===== src/rtl/wtm_pkg.sv =====
// Shared widths, constants and handshake structs for the windowed throughput meter.
package wtm_pkg;

    localparam int DEFAULT_HISTORY_DEPTH = 32;
    localparam int DEFAULT_DISK_COUNT    = 4;
    localparam int MAX_DISKS             = 4;

    localparam int KB_W        = 32;
    localparam int SUM_W       = 34;
    localparam int INTERVAL_W  = 16;
    localparam int SCALE_W     = 10;
    localparam int DELTA_W     = 32;
    localparam int DIVIDEND_W  = DELTA_W + SCALE_W;
    // Window divisor is fill count (up to 11 bits at the largest ring) times the interval.
    localparam int DIVISOR_W   = 11 + INTERVAL_W;
    localparam int STEP_W      = $clog2(DIVIDEND_W);

    localparam logic [INTERVAL_W-1:0] INTERVAL_RESET = INTERVAL_W'(1000);
    localparam logic [SCALE_W-1:0]    MS_PER_SEC     = SCALE_W'(1000);

    typedef struct packed {
        logic                  start;
        logic [DIVIDEND_W-1:0] dividend;
        logic [DIVISOR_W-1:0]  divisor;
    } div_req_t;

    typedef struct packed {
        logic               done;
        logic [DELTA_W-1:0] quotient;
    } div_rsp_t;

endpackage


===== src/rtl/wtm_rate_div.sv =====
// Restoring divider, one quotient bit per cycle, saturating the quotient to 32 bits.
module wtm_rate_div
    import wtm_pkg::*;
(
    input  logic     clk,
    input  logic     rst_n,
    input  div_req_t req,
    output div_rsp_t rsp
);

    logic                  busy_reg;
    logic                  done_reg;
    logic [STEP_W-1:0]     count_reg;
    logic [DIVISOR_W-1:0]  rem_reg;
    logic [DIVISOR_W-1:0]  divisor_reg;
    logic [DIVIDEND_W-1:0] quo_reg;

    logic [DIVISOR_W:0]    trial;
    logic [DIVISOR_W:0]    diff;
    logic                  fits;

    assign trial = {rem_reg, quo_reg[DIVIDEND_W-1]};
    assign diff  = trial - {1'b0, divisor_reg};
    assign fits  = trial >= {1'b0, divisor_reg};

    always_ff @(posedge clk or negedge rst_n) begin
        if (!rst_n)
        begin
            busy_reg <= 1'b0;
            done_reg <= 1'b0;
            count_reg <= '0;
        end
        else if (req.start)
        begin
            busy_reg <= 1'b1;
            done_reg <= 1'b0;
            count_reg <= STEP_W'(DIVIDEND_W - 1);
        end
        else if (busy_reg)
        begin
            if (count_reg == '0)
            begin
                busy_reg <= 1'b0;
                done_reg <= 1'b1;
            end
            else
            begin
                count_reg <= count_reg - STEP_W'(1);
            end
        end
        else
        begin
            done_reg <= 1'b0;
        end
    end

    // Datapath registers carry no reset.
    always_ff @(posedge clk) begin
        if (req.start)
        begin
            rem_reg     <= '0;
            quo_reg     <= req.dividend;
            divisor_reg <= req.divisor;
        end
        else if (busy_reg)
        begin
            rem_reg <= fits ? diff[DIVISOR_W-1:0] : trial[DIVISOR_W-1:0];
            quo_reg <= {quo_reg[DIVIDEND_W-2:0], fits};
        end
    end

    assign rsp.done     = done_reg;
    assign rsp.quotient = (|quo_reg[DIVIDEND_W-1:DELTA_W]) ? '1 : quo_reg[DELTA_W-1:0];

endmodule

===== config.mk =====
export PLATFORM = sky130hd
export DESIGN_NAME = wtm_rate_div
export DESIGN_NICKNAME = d
export VERILOG_FILES = /design/src/rtl/wtm_pkg.sv /design/src/rtl/wtm_rate_div.sv
export SDC_FILE = /design/constraint.sdc
export NUM_CORES = 1
export LEC_CHECK = 0
export ABC_AREA = 1
export BUFFER_PORTS_ARGS = -buffer_cell sky130_fd_sc_hd__buf_2
export CAP_MARGIN = 20
export CORE_MARGIN = 3
export CORE_UTILIZATION = 52
export CTS_CLUSTER_DIAMETER = 40
export DETAILED_ROUTE_END_ITERATION = 8
export PLACE_DENSITY = 0.77
export SLEW_MARGIN = 10
export SYNTH_ARGS = -nofsm -noshare
export SYNTH_HDL_FRONTEND = slang
export SYNTH_SLANG_ARGS = --single-unit

===== constraint.sdc =====
create_clock -name clk -period 2.64 [get_ports clk]
set_clock_uncertainty 0.2 [all_clocks]
set_input_delay 0 -clock clk [delete_from_list [all_inputs] [get_ports clk]]
set_output_delay 0 -clock clk [all_outputs]
set_load 0.01 [all_outputs]

## Word-level counts from Yosys, hierarchy flattened

Cells that the tools add are included.

- Add/subtract/negate cells: 2
- Order comparisons: 1
- Equality and inequality tests: 2
- Multiplexer cells: 13
- Reduce and logical (&&, ||, !) cells: 4

Operator list:

| operator | count |
|---|---|
| $mux 42 | 2 |
| $mux 32 | 1 |
| $ge 28x27->1 | 1 |
| $mux 27 | 1 |
| $sub 27x27->27 | 1 |
| $mux 6 | 3 |
| $reduce_or 10->1 | 1 |
| $logic_not 6->1 | 1 |
| $mux 1 | 6 |
| $sub 6x1->6 const B | 1 |
| $ne 3x2->1 const B | 1 |
| $ne 2x2->1 const B | 1 |
| $reduce_and 2->1 | 1 |
| $reduce_bool 2->1 | 1 |

- Register bits: 104
- Output and inout port bits: 33
- Word-level logic and storage cells: 28

## Depth between registers and ports, before layout

Gate-level depths: netlist of run 1.

- Depth in word-level cells: 4
- Depth in mapped cells: 15
- Mapped depth without buffers: 15

## Worst setup path before layout of run 1

Ideal clock, no wire load.

- Kind: register -> register
- From: reg busy_reg
- To: reg quo_reg[0], enable pin
- Library setup time: 423 ps
- Arrival: 1905 ps
- Path slack: 112 ps
- Stages on the path, launching flop included: 4
- Path buffers: 1
- Cells stage by stage: dfrtp_1 nor2_1 inv_1 clkbuf_1

- Longest elaborated chain between the ends: 1

Ends and longest elaborated chain:

| element | RTL line | text |
|---|---|---|
| start, declared | wtm_rate_div.sv:11 | `logic busy_reg;` |
| start signal, assigned | wtm_rate_div.sv:29 | `busy_reg <= 1'b0;` |
| start signal, assigned | wtm_rate_div.sv:35 | `busy_reg <= 1'b1;` |
| start signal, assigned | wtm_rate_div.sv:43 | `busy_reg <= 1'b0;` |
| $reduce_bool 2->1 (no source line) | n/a |  |
| end signal, assigned | wtm_rate_div.sv:62 | `quo_reg <= req.dividend;` |
| end signal, assigned | wtm_rate_div.sv:68 | `quo_reg <= {quo_reg[DIVIDEND_W-2:0], fits};` |
| end, declared | wtm_rate_div.sv:16 | `logic [DIVIDEND_W-1:0] quo_reg;` |

No other way between the ends.
A chain may end at the register's enable or synchronous reset.

## Worst setup path in the final report of run 1

- From: reg quo_reg[41]
- To: reg rem_reg[26]

- Longest elaborated chain between the ends: 2

Ends and longest elaborated chain:

| element | RTL line | text |
|---|---|---|
| $sub 27x27->27 or $ge 28x27->1 (tied branches) | wtm_rate_div.sv:23, wtm_rate_div.sv:24 |  |
| $mux 27 * | wtm_rate_div.sv:67 | `rem_reg <= fits ? diff[DIVISOR_W-1:0] : trial[DIVISOR_W-1:0];` |
| end signal, assigned | wtm_rate_div.sv:67 |  |
| end, declared | wtm_rate_div.sv:14 | `logic [DIVISOR_W-1:0] rem_reg;` |

Mark *: on every way between the ends. The rest lies on a longest branch, timed or not.

==> results.py, run 1 <==
metrics = {
    "floorplanning": {
        "die_y_microns": 120,
        "die_area_sq_um": 14400,
        "rows": 41,
        "die_w_microns": 120,
        "io_pins": 105,
        "start_util": 0.533,
        "core_area_sq_um": 12700,
    },
    "place": {
        "numPortBuffers": 104,
        "place.gp.congestion": 0.923,
        "hpwlAfterDp_microns": 11500,
    },
    "global_routing": {
        "grt_max_degree": 52,
        "track_usage": 0.246,
        "grt_pass1_wl_microns": 28900,
        "antenna_found_initial": 0,
        "grt_overflow_total": 0,
        "grt_pass1_vias": 6327,
    },
    "pwr": {
        "p_switching_mw": 2.55,
        "internal_power_mw": 3.84,
        "peakVddDrop_mv": 0.438,
        "leakagePower_nw": 4.34,
        "p_clk_frac": 0.224,
        "pwr-share-comb": 0.440,
        "p_per_area_nw_per_um2": 752,
        "pwr-share-seq": 0.335,
        "switching_share": 0.399,
    },
    "outcome": {
        "status": "completed",
    },
    "sta": {
        "worstMarginPinSlew_ns": 0.551,
        "timing.final.hold_violations": 0,
        "slew_headroom": 0.632,
        "min_period_over_period": 0.933,
        "slew_viol_final": 0,
        "layout_min_cycle_time_ns": 2.46,
        "tns_ns": 0,
        "setup_viol": 0,
        "fmax_mhz": 406,
    },
    "setup_path": {
        "crit_cells": 15,
        "r2r_cells": 15,
        "r2r-start": "quo_reg[41]",
        "crit_family": "simple AND/OR/NAND/NOR gates",
        "path_buf_inv": 4,
        "slowest_stage": "fa_1",
        "worstSetupStartpointType": "flop",
        "max_stage_delay_ns": 0.40,
        "crit_type": "reg2reg",
        "cp.arrival_ns": 2.56,
        "critPathCaptureType": "flop",
        "reg2reg_to": "rem_reg[26]",
        "path_common_cell": "nand2_1",
        "cp.required_ns": 2.74,
        "r2r_slack_ns": 0.18,
        "path_cells": "inv_1, ha_1, fa_1, inv_1, nand3_1, nand3_1, nand2_1, nand3_2, nand3_4, buf_12, nand3_1, nand2_1, inv_1, nand2_1, nand2_1",
        "critPathMaxFanout": 25,
    },
    "logic_synthesis": {
        "synth-seq-cells": 104,
        "yosys_warnings": 0,
        "synth.area.top_cells": "edfxtp_1 31%, nand2_1 20%, inv_1 9.9%",
        "synth_area_per_cell_sq_um": 7.24,
        "syn_nets": 1036,
        "post-synth-top-count-cell": "nand2_1",
        "syn_area_sq_um": 6760,
        "yosysUniqueCellTypes": 39,
        "synth_edf_count": 69,
        "synth_top_cell_by_area": "edfxtp_1",
        "synthFlopType": "edfxtp_1",
        "synth.cells.most_frequent": "352 x nand2_1, 179 x inv_1, 69 x edfxtp_1",
        "synthArstFlopShare": 0.0769,
        "yosysSeqAreaShare": 0.416,
        "synthCells": 934,
        "synth_top_area_share": 0.307,
    },
    "clock_network": {
        "clockRootBuffer": "clkbuf_16",
        "worstSkewPairLatency_ns": 0.36,
        "cts.sinks": 104,
        "clock_path_buffers": 2,
        "htree_levels": 3,
        "cts_inserted_buffers": 9,
        "cts_tree": "done",
        "cts.clk_slew.worst_paths_ns": 0.08,
    },
    "cells_and_area": {
        "drive_above_1_share": 0.153,
        "largest_register_ffs": 42,
        "nets": 1209,
        "finish.utilization": 0.671,
        "area_delta_synth_final_pct": 25.8,
        "diodes": 0,
    },
    "routing": {
        "wl_per_cell_microns": 13.5,
        "drc": 0,
        "avgViaCountPerCell": 4.96,
        "finalWirelength_microns": 17300,
        "firstDrtPassIters": 5,
        "drt_iter0_drc": 471,
        "postRouteAntennaNets": 0,
        "via_count": 6368,
    },
    "min_path": {
        "hold_start": "req[6]",
        "hold_path_end": "divisor_reg[6]",
        "min_path_cells": 2,
        "hold_path_class": "in2reg",
    },
    "flow_run": {
        "cap_violations": 0,
    },
}
-- metal layers --
layer  track usage  vias to the layer above  wire length, microns
li1              -                     3247                     -
met1         0.308                     2851                  7490
met2         0.425                      239                  8300
met3        0.0613                       31                  1210
met4        0.0644                        0                   267
met5             0                        -                     0
-- through the flow --
| stage | setup slack, ns | hold slack, ns | power [mW] | area [sq um] | cells |
|---|---|---|---|---|---|
| 3_5_place_dp | 0.121 | -0.345 | 4.80 | 7410 | 1194 |
| 4_1_cts | 0.104 | 0.138 | 6.34 | 8460 | 1282 |
| 3_3_place_gp | 0.258 | -0.348 | 4.76 | 7410 | 1194 |
| 6_report | 0.177 | 0.149 | 6.39 | 8500 | 1284 |
| 5_1_grt | -0.00237 | 0.143 | 6.90 | 8500 | 1284 |
| 2_1_floorplan | 0.112 | -0.496 | 4.25 | 6760 | 934 |
-- kinds of logic (layout without fill, tap and decap cells) --
group | after synthesis | count (layout) | share of synthesized area
compound gates | 69 | 69 | 0.0535
xor+xnor | 13 | 13 | 0.0168
fa+ha+maj | 30 | 30 | 0.0567
buf+inv | 213 | 390 | 0.130
flops | 104 | 104 | 0.416
simple gates | 505 | 506 | 0.327
-- layout by cell type (no fill, tap or decap), types with 2 or more instances in the layout --
cell,count
a21oi_1,15
and2_1,3
buf_12,2
buf_2,103
buf_4,10
clkbuf_16,9
dfrtp_1,8
dfxtp_1,27
dlygate4sd3_1,72
edfxtp_1,69
ha_1,29
inv_1,178
inv_2,8
inv_6,3
inv_8,2
nand2_1,351
nand2_2,7
nand3_1,61
nand3_2,10
nand3b_1,12
nand3b_2,2
nand4_1,8
nor2_1,35
nor2_2,3
nor2_4,4
nor3_1,2
nor4_1,2
o21ai_0,41
o21ai_1,9
xnor2_1,11
xor2_1,2
-- worst max-delay path by stage --
stage	startpoint	end	slack (ns)
finish	quo_reg[41]	rem_reg[26]	0.18
global route	quo_reg[41]	rem_reg[19]	-0.002
CTS	quo_reg[41]	rem_reg[26]	0.10
detailed placement	quo_reg[41]	rem_reg[26]	0.12
global placement	quo_reg[41]	rem_reg[2]	0.26
floorplan	busy_reg	quo_reg[0]	0.11
-- power by group through the flow --
| stage | logic [mW] | clock network [mW] | registers [mW] |
|---|---|---|---|
| floorplan | 2.12 | 0 | 2.13 |
| finish | 2.81 | 1.43 | 2.14 |
| global placement | 2.59 | 0 | 2.17 |
| detailed placement | 2.63 | 0 | 2.17 |
| global route | 3.20 | 1.53 | 2.17 |
| CTS | 2.73 | 1.46 | 2.14 |
-- area by class of cell --
type / count / area (sq um)
Clock inverter: 7 / 95.1
Timing Repair Buffer: 187 / 1350
Fill cell: 1079 / 4170
Sequential cell: 104 / 2810
Multi-Input combinational cell: 618 / 3100
Clock buffer: 9 / 225
Tap cell: 172 / 215
Inverter: 187 / 702
-- repair_timing --
item | 4_1_cts | 5_1_grt
setup buffers | 0 | 1
endpoints found under the setup margin | 0 | 27
hold buffers | 72 | 0
endpoints found under the hold margin | 87 | 0
resized for setup | 0 | 5
Power figures use the tool's default switching activity.
==> run 2, diff against run 1 <==
--- a/config.mk
+++ b/config.mk
@@ -9,10 +9,11 @@
 export BUFFER_PORTS_ARGS = -buffer_cell sky130_fd_sc_hd__buf_2
 export CAP_MARGIN = 20
 export CORE_MARGIN = 3
-export CORE_UTILIZATION = 52
+export CORE_UTILIZATION = 58
 export CTS_CLUSTER_DIAMETER = 40
 export DETAILED_ROUTE_END_ITERATION = 8
-export PLACE_DENSITY = 0.77
+export PLACE_DENSITY = 0.81
+export SETUP_SLACK_MARGIN = 0.4
 export SLEW_MARGIN = 10
 export SYNTH_ARGS = -nofsm -noshare
 export SYNTH_HDL_FRONTEND = slang
==> constraint.sdc (replaced) <==
create_clock -name clk -period 2.65 [get_ports clk]
set_clock_uncertainty 0.2 [all_clocks]
set_input_delay 0 -clock clk [delete_from_list [all_inputs] [get_ports clk]]
set_output_delay 0 -clock clk [all_outputs]
set_load 0.01 [all_outputs]
==> run 2 against run 1 <==
Against the previous run: clock-buffer cell count unchanged; sequential cell count stayed put; critical path depth up 1; wire length is 24% higher; cell count shrank 1.3%; sequential share of layout area down 2.5 points; sequential power rose by 3%; clock power is essentially flat.
==> results.py, run 2 (synthesized netlist as in run 1, its figures left out) <==
metrics = {
    "global_routing": {
        "grt_overflow_total": 0,
        "grt_max_degree": 71,
        "grt_pass1_vias": 6492,
        "grt_pass1_wl_microns": 31000,
        "track_usage": 0.297,
        "antenna_found_initial": 0,
    },
    "pwr": {
        "pwr-share-comb": 0.491,
        "pwr-share-seq": 0.310,
        "leakagePower_nw": 4.51,
        "peakVddDrop_mv": 0.689,
        "p_switching_mw": 2.92,
        "switching_share": 0.409,
        "p_per_area_nw_per_um2": 778,
        "p_clk_frac": 0.199,
        "internal_power_mw": 4.22,
    },
    "cells_and_area": {
        "diodes": 0,
        "final_common_cell": "nand2_1",
        "nets": 1224,
        "mostFrequentLayoutCells": "332 x nand2_1, 173 x inv_1, 103 x buf_2",
        "area_delta_synth_final_pct": 35.9,
        "largest_register_ffs": 42,
        "nFillCells": 620,
        "drive_above_1_share": 0.222,
        "finish.utilization": 0.825,
    },
    "floorplanning": {
        "io_pins": 105,
        "start_util": 0.607,
        "core_area_sq_um": 11100,
        "die_y_microns": 114,
        "die_w_microns": 114,
        "die_area_sq_um": 13000,
        "rows": 38,
    },
    "routing": {
        "wl_met1_microns": 7860,
        "finalWirelength_microns": 21400,
        "top_layer": "met4",
        "firstDrtPassIters": 5,
        "drt_iter0_drc": 577,
        "drc": 0,
        "wl_met3_microns": 2180,
        "wl_per_cell_microns": 16.9,
        "via_count": 6951,
        "postRouteAntennaNets": 0,
        "avgViaCountPerCell": 5.49,
        "wl_met2_microns": 10300,
    },
    "sta": {
        "slew_headroom": 0.533,
        "tns_ns": 0,
        "worstMarginPinSlew_ns": 0.693,
        "slew_viol_final": 0,
        "min_period_over_period": 0.888,
        "layout_min_cycle_time_ns": 2.35,
        "fmax_mhz": 425,
        "setup_viol": 0,
        "grt_setup_unrepaired": "true",
        "timing.final.hold_violations": 0,
    },
    "clock_network": {
        "clock_path_buffers": 2,
        "cts.sinks": 104,
        "htree_levels": 3,
        "cts_tree": "done",
        "cts_inserted_buffers": 9,
        "cts.clk_slew.worst_paths_ns": 0.07,
        "worstSkewPairLatency_ns": 0.37,
        "clockRootBuffer": "clkbuf_16",
    },
    "place": {
        "place.gp.congestion": 0.933,
        "numPortBuffers": 104,
        "hpwlAfterDp_microns": 11300,
    },
    "setup_path": {
        "cp.arrival_ns": 2.41,
        "critPathMaxFanout": 6,
        "critPathCaptureType": "flop",
        "worstSetupStartpointType": "flop",
        "crit_type": "reg2reg",
        "cp.required_ns": 2.70,
    },
    "flow_run": {
        "cap_violations": 0,
    },
    "outcome": {
        "status": "completed",
    },
    "min_path": {
        "hold_path_class": "in2reg",
    },
}
run 2: cell types whose count changed in the layout (fill, tap and decap cells not counted), sizes merged:
cell | before | now
buf | 115 | 127
clkbuf | 9 | 12
clkinv | 2 | 3
inv | 191 | 190
run 2: worst max-delay path: stages (launching register included):
cell and delay (ns):
edfxtp_1 0.40, inv_1 0.09, ha_2 0.30, nand2_2 0.11
inv_2 0.06, nand2_1 0.07, nand2_1 0.08, nand2_2 0.11
nand3_4 0.09, nand3_4 0.10, buf_12 0.16, buf_12 0.14
nand3_2 0.06, nand2_1 0.07, inv_1 0.05, nand2_1 0.06
nand2_1 0.07
run 2: path summary, 6_finish.rpt:
kind | startpoint | cells after the start | slack, ns | endpoint
worst max-delay path | divisor_reg[7] | 16 | 0.30 | rem_reg[25]
worst min-delay path | req[3] | 2 | 0.14 | divisor_reg[3]
worst max register to register | divisor_reg[7] | 16 | 0.30 | rem_reg[25]
worst min register to register | rem_reg[26] | 2 | 0.27 | rem_reg[26]
max in group asynchronous | rst_n | 3 | 1.56 | done_reg
min in group asynchronous | rst_n | 3 | 0.42 | count_reg[2]
run 2: metrics by stage:
| step | worst slack, ns | std cells | area [sq um] | hold slack (ns) | power [mW] |
|---|---|---|---|---|---|
| 2_1_floorplan | 0.403 | 934 | 6760 | -0.496 | 4.24 |
| 3_3_place_gp | 0.253 | 1161 | 7380 | -0.350 | 4.73 |
| 3_5_place_dp | 0.174 | 1161 | 7380 | -0.347 | 4.77 |
| 4_1_cts | 0.387 | 1260 | 8640 | 0.136 | 6.41 |
| 5_1_grt | 0.215 | 1267 | 9180 | 0.141 | 7.55 |
| 6_report | 0.298 | 1267 | 9180 | 0.137 | 7.15 |
run 2: power by group through the flow:
stage	Sequential [mW]	Clock [mW]	Combinational [mW]
finish	2.21	1.42	3.51
global route	2.24	1.49	3.83
CTS	2.13	1.42	2.85
detailed placement	2.16	0	2.61
global placement	2.16	0	2.57
floorplan	2.13	0	2.11
run 2: layer usage:
layer / vias to the layer above / track usage
met5: - / 0
met4: 0 / 0.117
met3: 107 / 0.0716
met2: 448 / 0.502
met1: 3119 / 0.367
li1: 3277 / -
run 2: final cells by class:
cell class	count	area [sq um]	share of cell area
Clock buffer	9	225	0.0245
Timing Repair Buffer	202	1610	0.176
Inverter	187	702	0.0765
Sequential cell	104	2810	0.306
Clock inverter	7	86.3	0.00940
Tap cell	140	175	0.0191
Multi-Input combinational cell	618	3570	0.389
run 2: timing repair:
action,in CTS,in global routing
setup endpoints to repair,28,61
hold buffers,72,0
setup buffers,8,2
gates resized for setup,21,85
gates cloned,3,5
hold endpoints to repair,93,0
pin swaps,6,30
==> run 3, diff against run 2 <==
==> constraint.sdc (replaced) <==
create_clock -name clk -period 2.65 [get_ports clk]
set_clock_uncertainty 0.2 [all_clocks]
set_input_delay 0.265 -clock clk [delete_from_list [all_inputs] [get_ports clk]]
set_output_delay 0.265 -clock clk [all_outputs]
set_load 0.01 [all_outputs]
==> run 3 against run 2 <==
Against the previous run: wire length fell by 2.6%; fmax decreased by 2.4%; die area unchanged; sequential cell count is the same; via count shrank 0.19%; combinational power decreased by 9.1%; worst setup slack got worse by 0.057 ns; largest cell class unchanged; sequential power decreased by 3%.
==> results.py, run 3 (synthesized netlist as in run 1, its figures left out) <==
metrics = {
    "pwr": {
        "p_switching_mw": 2.74,
        "leakagePower_nw": 4.45,
        "p_per_area_nw_per_um2": 770,
        "pwr-share-comb": 0.474,
        "switching_share": 0.408,
        "internal_power_mw": 3.98,
        "peakVddDrop_mv": 0.621,
        "power.total_mw": 6.73,
        "p_clk_frac": 0.206,
        "pwr-share-seq": 0.320,
    },
    "routing": {
        "drc": 0,
        "via_count": 6938,
        "postRouteAntennaNets": 0,
        "avgViaCountPerCell": 5.51,
        "firstDrtPassIters": 6,
        "drt_iter0_drc": 525,
        "wl_per_cell_microns": 16.6,
        "finalWirelength_microns": 20900,
    },
    "sta": {
        "fmax_mhz": 415,
        "worst_slack_ns": 0.241,
        "layout_min_cycle_time_ns": 2.41,
        "min_period_over_period": 0.909,
        "timing.hold.ws_ns": 0.00561,
        "setup_viol": 0,
        "worstMarginPinSlew_ns": 0.859,
        "slew_viol_final": 0,
        "timing.final.hold_violations": 0,
        "tns_ns": 0,
        "grt_setup_unrepaired": "true",
        "slew_headroom": 0.426,
    },
    "cells_and_area": {
        "mostFrequentLayoutCells": "340 x nand2_1, 176 x inv_1, 101 x buf_2",
        "nets": 1217,
        "drive_above_1_share": 0.191,
        "final_common_cell": "nand2_1",
        "largest_register_ffs": 42,
        "area_delta_synth_final_pct": 29.4,
        "fin_area_sq_um": 8740,
        "diodes": 0,
        "nFillCells": 727,
    },
    "setup_path": {
        "r2r_cells": 14,
        "worstSetupStartpointType": "flop",
        "reg2reg_to": "rem_reg[0]",
        "crit_type": "reg2out",
        "r2r-start": "quo_reg[41]",
        "r2r_slack_ns": 0.25,
        "cp.required_ns": 2.18,
        "critPathMaxFanout": 8,
        "critPathCaptureType": "output port",
        "cp.arrival_ns": 1.94,
    },
    "place": {
        "numPortBuffers": 104,
        "dpl_cell_area_sq_um": 7380,
        "hpwlAfterDp_microns": 11700,
        "place_ws_ns": 0.150,
        "place.gp.congestion": 0.955,
    },
    "clock_network": {
        "clock_path_buffers": 2,
        "htree_levels": 3,
        "worstSkewPairLatency_ns": 0.36,
        "cts.clk_slew.worst_paths_ns": 0.07,
        "clockRootBuffer": "clkbuf_16",
        "cts_tree": "done",
        "cts.sinks": 104,
        "cts_inserted_buffers": 9,
    },
    "global_routing": {
        "track_usage": 0.320,
        "grt_max_degree": 70,
        "grt_pass1_wl_microns": 33100,
        "grt_overflow_total": 0,
        "antenna_found_initial": 0,
        "grt_pass1_vias": 6880,
    },
    "min_path": {
        "min_path_cells": 3,
        "hold_path_class": "in2reg",
        "hold_start": "req[59]",
        "hold_path_end": "quo_reg[32]",
    },
    "floorplanning": {
        "start_util": 0.607,
        "die_y_microns": 114,
        "rows": 38,
        "die_area_sq_um": 13000,
        "io_pins": 105,
        "core_area_sq_um": 11100,
        "die_w_microns": 114,
    },
    "flow_run": {
        "cap_violations": 0,
    },
    "outcome": {
        "status": "completed",
    },
}
[run 3: worst max-delay path by stage]
stage | from | to | slack (ns) | cells after the start
finish | quo_reg[41] | rsp[30] | 0.24 | 7
floorplan | divisor_reg[0] | rem_reg[10] | 0.40 | 13
global route | quo_reg[41] | rem_reg[0] | 0.16 | 14
CTS | quo_reg[41] | rem_reg[14] | 0.31 | 14
global placement | quo_reg[41] | rem_reg[25] | 0.26 | 15
detailed placement | quo_reg[41] | rem_reg[25] | 0.15 | 15
[run 3: through the flow]
step / utilization / cells
2_1_floorplan: - / 934
3_3_place_gp: 0.663 / 1162
3_5_place_dp: 0.663 / 1162
4_1_cts: 0.776 / 1257
5_1_grt: 0.786 / 1260
6_report: 0.786 / 1260
[run 3: worst max-delay path, stage by stage (launching register included)]
cell and delay, ns:
edfxtp_1 0.42, nor4_2 0.33, nand2_1 0.14, nor3_4 0.18, buf_6 0.15, buf_8 0.14, nand2_1 0.09, buf_6 0.13
[run 3: power groups by stage]
stage / clock network [mW] / registers [mW] / logic (mW)
final: 1.39 / 2.15 / 3.19
after floorplan: 0 / 2.13 / 2.11
after global placement: 0 / 2.16 / 2.54
after CTS: 1.39 / 2.14 / 2.94
after detailed placement: 0 / 2.17 / 2.62
after global routing: 1.46 / 2.18 / 3.52
[run 3: layout make-up]
| type | count | area [sq um] | area share |
|---|---|---|---|
| clock inverter | 7 | 77.6 | 0.00887 |
| inverter | 187 | 702 | 0.0803 |
| sequential | 104 | 2810 | 0.322 |
| tap | 140 | 175 | 0.0200 |
| timing repair buffer | 193 | 1520 | 0.174 |
| clock buffer | 9 | 225 | 0.0258 |
| multi-input combinational | 620 | 3230 | 0.369 |
[run 3: metal layers]
metal / wire length (microns) / GRT usage / vias to the layer above
li1: - / - / 3255
met1: 7450 / 0.364 / 3170
met2: 10200 / 0.553 / 398
met3: 1910 / 0.0801 / 115
met4: 1300 / 0.169 / 0
met5: 0 / 0 / -
[run 3: timing repair]
item | CTS | global route
hold endpoints to repair | 69 | 0
hold buffers | 62 | 0
pin swaps | 6 | 5
setup buffers | 10 | 2
resized for setup | 34 | 21
endpoints found under the setup margin | 60 | 60
gates cloned | 7 | 1
